$ cat config.mk
export PLATFORM = sky130hd
export DESIGN_NAME = psrt_cordic_cell
export DESIGN_NICKNAME = d
export VERILOG_FILES = /design/src/psrt_pkg.sv /design/src/psrt_cordic_cell.sv
export SDC_FILE = /design/constraint.sdc
export NUM_CORES = 1
export LEC_CHECK = 0
export ABC_CLOCK_PERIOD_IN_PS = 8390
export BUFFER_PORTS_ARGS = -buffer_cell sky130_fd_sc_hd__buf_2
export CORE_MARGIN = 5
export CORE_UTILIZATION = 28
export CTS_BUF_LIST = sky130_fd_sc_hd__clkbuf_8 sky130_fd_sc_hd__clkbuf_16
export DETAILED_ROUTE_END_ITERATION = 10
export MAX_ROUTING_LAYER = met4
export PLACE_DENSITY = 0.53
export SYNTH_ARGS = -nofsm -noshare
export SYNTH_HDL_FRONTEND = slang
export SYNTH_SLANG_ARGS = --single-unit
$ cat constraint.sdc
create_clock -name clk -period 8.39 [get_ports clk]
set_clock_uncertainty 0.15 [all_clocks]
set_input_delay 0.839 -clock clk [delete_from_list [all_inputs] [get_ports clk]]
set_output_delay 0.839 -clock clk [all_outputs]
set_load 0.01 [all_outputs]
$ cat src/psrt_pkg.sv
// ----------------------------------------------------------------------------
// psrt_pkg
// Shared types and constants of the 2D point scale, rotate and translate block.
// ----------------------------------------------------------------------------
package psrt_pkg;

  // CORDIC datapath widths: x/y in Q30, z in Q24 degrees.
  localparam int XW = 34;
  localparam int ZW = 34;
  localparam int ACC_W = 96;

  localparam logic [16:0] FULL_TURN     = 17'd92160;
  localparam logic [16:0] QUARTER_TURN  = 17'd23040;
  localparam logic [16:0] HALF_TURN     = 17'd46080;
  localparam logic [16:0] THREE_QUARTER = 17'd69120;

  localparam logic signed [XW-1:0] GAIN_Q30 = 34'sd652032874;
  localparam logic signed [XW-1:0] ONE_Q30  = 34'sd1073741824;

  localparam longint unsigned RAD2DEG_Q40 = 64'd62997375797119;

  // Configuration register indexes.
  localparam logic [2:0] REG_POS_X   = 3'd0;
  localparam logic [2:0] REG_POS_Y   = 3'd1;
  localparam logic [2:0] REG_ROT     = 3'd2;
  localparam logic [2:0] REG_SCALE_X = 3'd3;
  localparam logic [2:0] REG_SCALE_Y = 3'd4;

  // Item carried along the CORDIC chain.
  typedef struct packed {
    logic                 vld;
    logic                 flip;
    logic signed [XW-1:0] x;
    logic signed [XW-1:0] y;
    logic signed [ZW-1:0] z;
    logic signed [31:0]   lx;
    logic signed [31:0]   ly;
  } cell_t;

  // Q62 sums, rounding offset included, handed to the output stage.
  typedef struct packed {
    logic              vld;
    logic [ACC_W-1:0]  tot_x;
    logic [ACC_W-1:0]  tot_y;
  } res_t;

  // atan(2^-i) in Q24 degrees, evaluated at elaboration.
  function automatic longint stage_angle(input int i);
    longint unsigned t;
    case (i)
      0: return 64'd754974720;
      1: return 64'd445687602;
      2: return 64'd235489088;
      3: return 64'd119537938;
      default: begin
        t = (RAD2DEG_Q40 >> i) - (RAD2DEG_Q40 >> (3 * i)) / 3
          + (RAD2DEG_Q40 >> (5 * i)) / 5;
        return longint'((t + 64'd32768) >> 16);
      end
    endcase
  endfunction

endpackage

$ cat src/psrt_cordic_cell.sv
// ----------------------------------------------------------------------------
// psrt_cordic_cell
// One CORDIC rotation-mode iteration with a fixed shift, registered.
// ----------------------------------------------------------------------------
module psrt_cordic_cell #(
  parameter int IDX = 0
) (
  input  logic            clk,
  input  logic            rst_n,
  input  logic            adv,
  input  psrt_pkg::cell_t d_i,
  output psrt_pkg::cell_t q_o
);
  import psrt_pkg::*;

  localparam logic signed [ZW-1:0] ANGLE = ZW'(stage_angle(IDX));

  logic  vld_r;
  cell_t data_r;
  cell_t data_nxt;

  always_comb begin
    data_nxt     = d_i;
    data_nxt.vld = 1'b0;
    if (!d_i.z[ZW-1]) begin
      data_nxt.x = d_i.x - (d_i.y >>> IDX);
      data_nxt.y = d_i.y + (d_i.x >>> IDX);
      data_nxt.z = d_i.z - ANGLE;
    end else begin
      data_nxt.x = d_i.x + (d_i.y >>> IDX);
      data_nxt.y = d_i.y - (d_i.x >>> IDX);
      data_nxt.z = d_i.z + ANGLE;
    end
  end

  always_ff @(posedge clk) begin
    if (!rst_n) begin
      vld_r <= 1'b0;
    end else if (adv) begin
      vld_r <= d_i.vld;
    end
  end

  always_ff @(posedge clk) begin
    if (adv) begin
      data_r <= data_nxt;
    end
  end

  always_comb begin
    q_o     = data_r;
    q_o.vld = vld_r;
  end

endmodule

Word level (Yosys, flattened, before mapping)
Index checks and enable logic that the tools add are counted.
- logic and storage cells: 13
- output and inout port bits: 168
- flip-flop bits (word level): 168
- add/sub/neg operators: 5
- mux-type cells: 1
- operator list (operator ; number):
    $mux W102 ; 1
    $sub A34 B34 Y34 ; 2
    $add A34 B31 Y34 const B ; 1
    $add A34 B34 Y34 ; 1
    $sub A34 B31 Y34 const B ; 1

Logic depth before layout (Yosys ltp)
- depth after elaboration: 2
- depth in mapped cells: 12
- gate-level depth less buffers: 12

Worst setup path after synthesis
Ideal clock, no wire load.
- kind: in2reg
- start point: input port d_i[117] (netlist bit)
- end point: register data_r, in the netlist q_o[129], data pin
- arrival time: 3.221 ns
- setup slack: 4.750 ns
- setup time: 0.269 ns
- stages on the path: 12
- cells stage by stage: inv_1 > ha_1 > buf_6 > or4_4 > nor3_4 > inv_2 > or3_1 > o211a_1 > o41a_1 > o21ai_1 > mux2i_1 > xor2_1
- RTL lines (what ; line ; RTL):
    start, declared ; psrt_cordic_cell.sv:11 ; input psrt_pkg::cell_t d_i,
    end signal, assigned ; psrt_cordic_cell.sv:46 ; data_r <= data_nxt;
    end, declared ; psrt_cordic_cell.sv:19 ; cell_t data_r;

==> results.cfg <==
[timing]
rsz0062_at_grt = false
drv_slew = 0
min_period_ps = 4150
relSlewSlack_pct = 28.3
clock.fmax_mhz = 241
tightest_slew_ps = 1080
hold_viol = 0
timing.final.crit_share_pct = 49.5
setup_viol = 0
fin_setup_tns_ps = 0

[worst_setup_path]
r2r-end = vld_r
path_max_fanout = 11
critical-path-top-delay-family = compound AO/OA/AOI/OAI gates
r2r_start = vld_r
crit_type = primary input to register
rrSetupSlack_ps = 7650
cp_cell_sequence = buf_2 -> inv_1 -> ha_1 -> nor3b_1 -> nor3_1 -> o21ai_0 -> o31ai_1 -> o21ai_1 -> o221ai_2 -> o41ai_1 -> a21boi_1 -> xor2_1
startpoint_type = primary input
cp.required_ps = 8410
ff2ff_path_depth = 2
critPathMaxStageDelay_ps = 870
crit_buf_inv = 2
cp_slowest_cell = o31ai_1
cp.arrival_ps = 4170
crit_path_end_kind = register

[routing]
wl_per_cell_um = 21.1
first_iter_violations = 740
vias_per_cell = 4.98
vias = 9591
dr.pass1.iters = 5
routed_wl_um = 40600
drtAntennaViolNets = 0
drc = 0

[pwr]
switching_share_pct = 32.0
pwr-share-clk_pct = 32.8
p_per_area_nw_per_um2 = 194
power_frac_comb_pct = 27.0
p_leak_nw = 6.17
seq_power_share_pct = 40.2
switchingPower_mw = 0.858
internal_power_mw = 1.82
worst_ir_drop_vdd_mv = 0.121

[clock_tree]
clock_sinks = 167
cts_root_buf = clkbuf_16
postCtsSetupBuffers = 0
htree_num_levels = 4
cts_tree = built
clk_latency_ps = 440
clk_path_buf_depth = 2
hold_buffers = 0
clk_pin_slew_worst_paths_ps = 70
cts_inserted_buffers = 17
ctsResizeCount = 0

[grt]
antenna_found_initial = 2
grt.total_usage_pct = 18.6
grt.overflow.total = 0
grt_pass1_vias = 9444
grt_pass1_wl_um = 60500
grt_max_degree = 113

[worst_hold_path]
holdPathEnd = vld_r
hold-path-cell-count = 2
hp-class = register to register
hp-start = vld_r

[floorplanning]
die_area_sq_um = 43300
die_h_um = 208
core_area_sq_um = 38700
fp.dieW_um = 208
rows = 72
initial_utilization_pct = 28.4
io_pins = 339

[finish]
multi_input_area_sq_um = 5370
finalInstanceArea_sq_um = 13800
nets = 1674
ff_latch_area_sq_um = 5000
fillCellCount = 3987
layout-drive-gt1-share_pct = 27.6
areaGrowthSynthToFinish_pct = 25.6

[logic_synthesis]
synth_most_common_cell = edfxtp_1
synth_top_area_share_pct = 45.4
syn_nets = 1360
synth_edf_count = 166
ys_seq_area_share_pct = 45.5
synth_area_sq_um = 11000
ys_top_cells_by_area = edfxtp_1, ha_1, a21oi_1, xnor2_1, inv_1
synth.distinct_cells = 69
async_flop_share_pct = 0
ys.flop_type = edfxtp_1
ys.warnings.count = 0
syn_area_per_cell_sq_um = 10.2
yosysTopAreaCell = edfxtp_1
ys_seq_elements = 167
synth_cells = 1078
synth_commonest_cells = edfxtp_1, inv_1, ha_1

[placement]
place_congestion = 0.932
dp_hpwl_um = 32700
numPortBuffers = 338
place_area_sq_um = 13200

[job]
cap_viol_max_count = 0

[outcome]
status = completed
==> worst register-to-register path, stage by stage, from the launching register on <==
cell     delay [ps]
dfxtp_1         310
mux2i_1         120
nor2b_1          60
==> flip-flops by register name, summed over array words and instances (netlist names) <==
name / flops
vld_r: 1
q_o: 166
==> how the worst max path moves through the flow <==
stage	from	end	cells after the start
2_1_floorplan	d_i[117]	q_o[129]	12
3_3_place_gp	d_i[111]	q_o[127]	12
3_5_place_dp	d_i[106]	q_o[127]	12
4_1_cts	d_i[106]	q_o[127]	12
5_1_grt	d_i[117]	q_o[158]	11
6_report	d_i[106]	q_o[127]	12
==> logic make-up after synthesis <==
group / Yosys count / share of synthesized area (%)
buf+inv: 157 / 5.61
simple gates: 220 / 9.39
mux: 16 / 1.46
fa+ha+maj: 111 / 12.9
compound gates: 335 / 19.4
xor+xnor: 72 / 5.74
flops: 167 / 45.5
==> stage by stage <==
step / hold slack (ps) / cells / power (mW) / setup slack, ps / utilization, %
finish: 368 / 1925 / 2.68 / 4240 / 35.6
global route: 398 / 1925 / 2.81 / 4120 / 35.6
CTS: 371 / 1923 / 2.72 / 4320 / 35.6
detailed placement: 355 / 1891 / 1.82 / 3840 / 34.0
global placement: 349 / 1891 / 1.82 / 3840 / 34.0
floorplan: 334 / 1078 / 1.50 / 4750 / -
==> cell usage in the layout, fill, tap and decap left out, drive strengths merged, types with 5 or more instances in the layout <==
cell type  count
o21bai        18
clkinv         5
ha           107
edfxtp       166
clkbuf        17
mux2i         16
a22oi          5
o211ai        10
nor3          17
a221oi         5
a21o          30
inv          117
nand4         13
nand3          8
a21oi        105
xor2          18
o31ai          8
xnor2         54
nor2          78
nor2b         12
a31oi         14
o21ai         79
nor4           6
o41ai          8
a211oi         8
or3            7
buf          341
nand2         59
==> routing by layer <==
| layer | up-vias | global-route usage (%) | routed length, um |
|---|---|---|---|
| met5 | - | - | 0 |
| met4 | 0 | 4.71 | 737 |
| met3 | 41 | 3.55 | 2600 |
| met2 | 419 | 30.6 | 19600 |
| met1 | 4609 | 23.7 | 17800 |
| li1 | 4522 | - | - |
==> layout make-up <==
cell class                      count  share of cell area, %
Antenna cell                        2                 0.0362
Clock buffer                       17                   3.08
Clock inverter                     15                   1.59
Inverter                          111                   3.02
Multi-Input combinational cell    754                   38.9
Sequential cell                   167                   36.2
Tap cell                          518                   4.69
Timing Repair Buffer              341                   12.5
==> power by group through the flow <==
stage | clock network, mW | logic (mW) | registers (mW)
after floorplan | 0 | 0.354 | 1.15
after global placement | 0 | 0.727 | 1.10
after detailed placement | 0 | 0.723 | 1.10
after CTS | 0.908 | 0.729 | 1.08
after global routing | 0.941 | 0.788 | 1.09
final | 0.878 | 0.724 | 1.08
No activity file was read; power rests on OpenSTA's default activity.
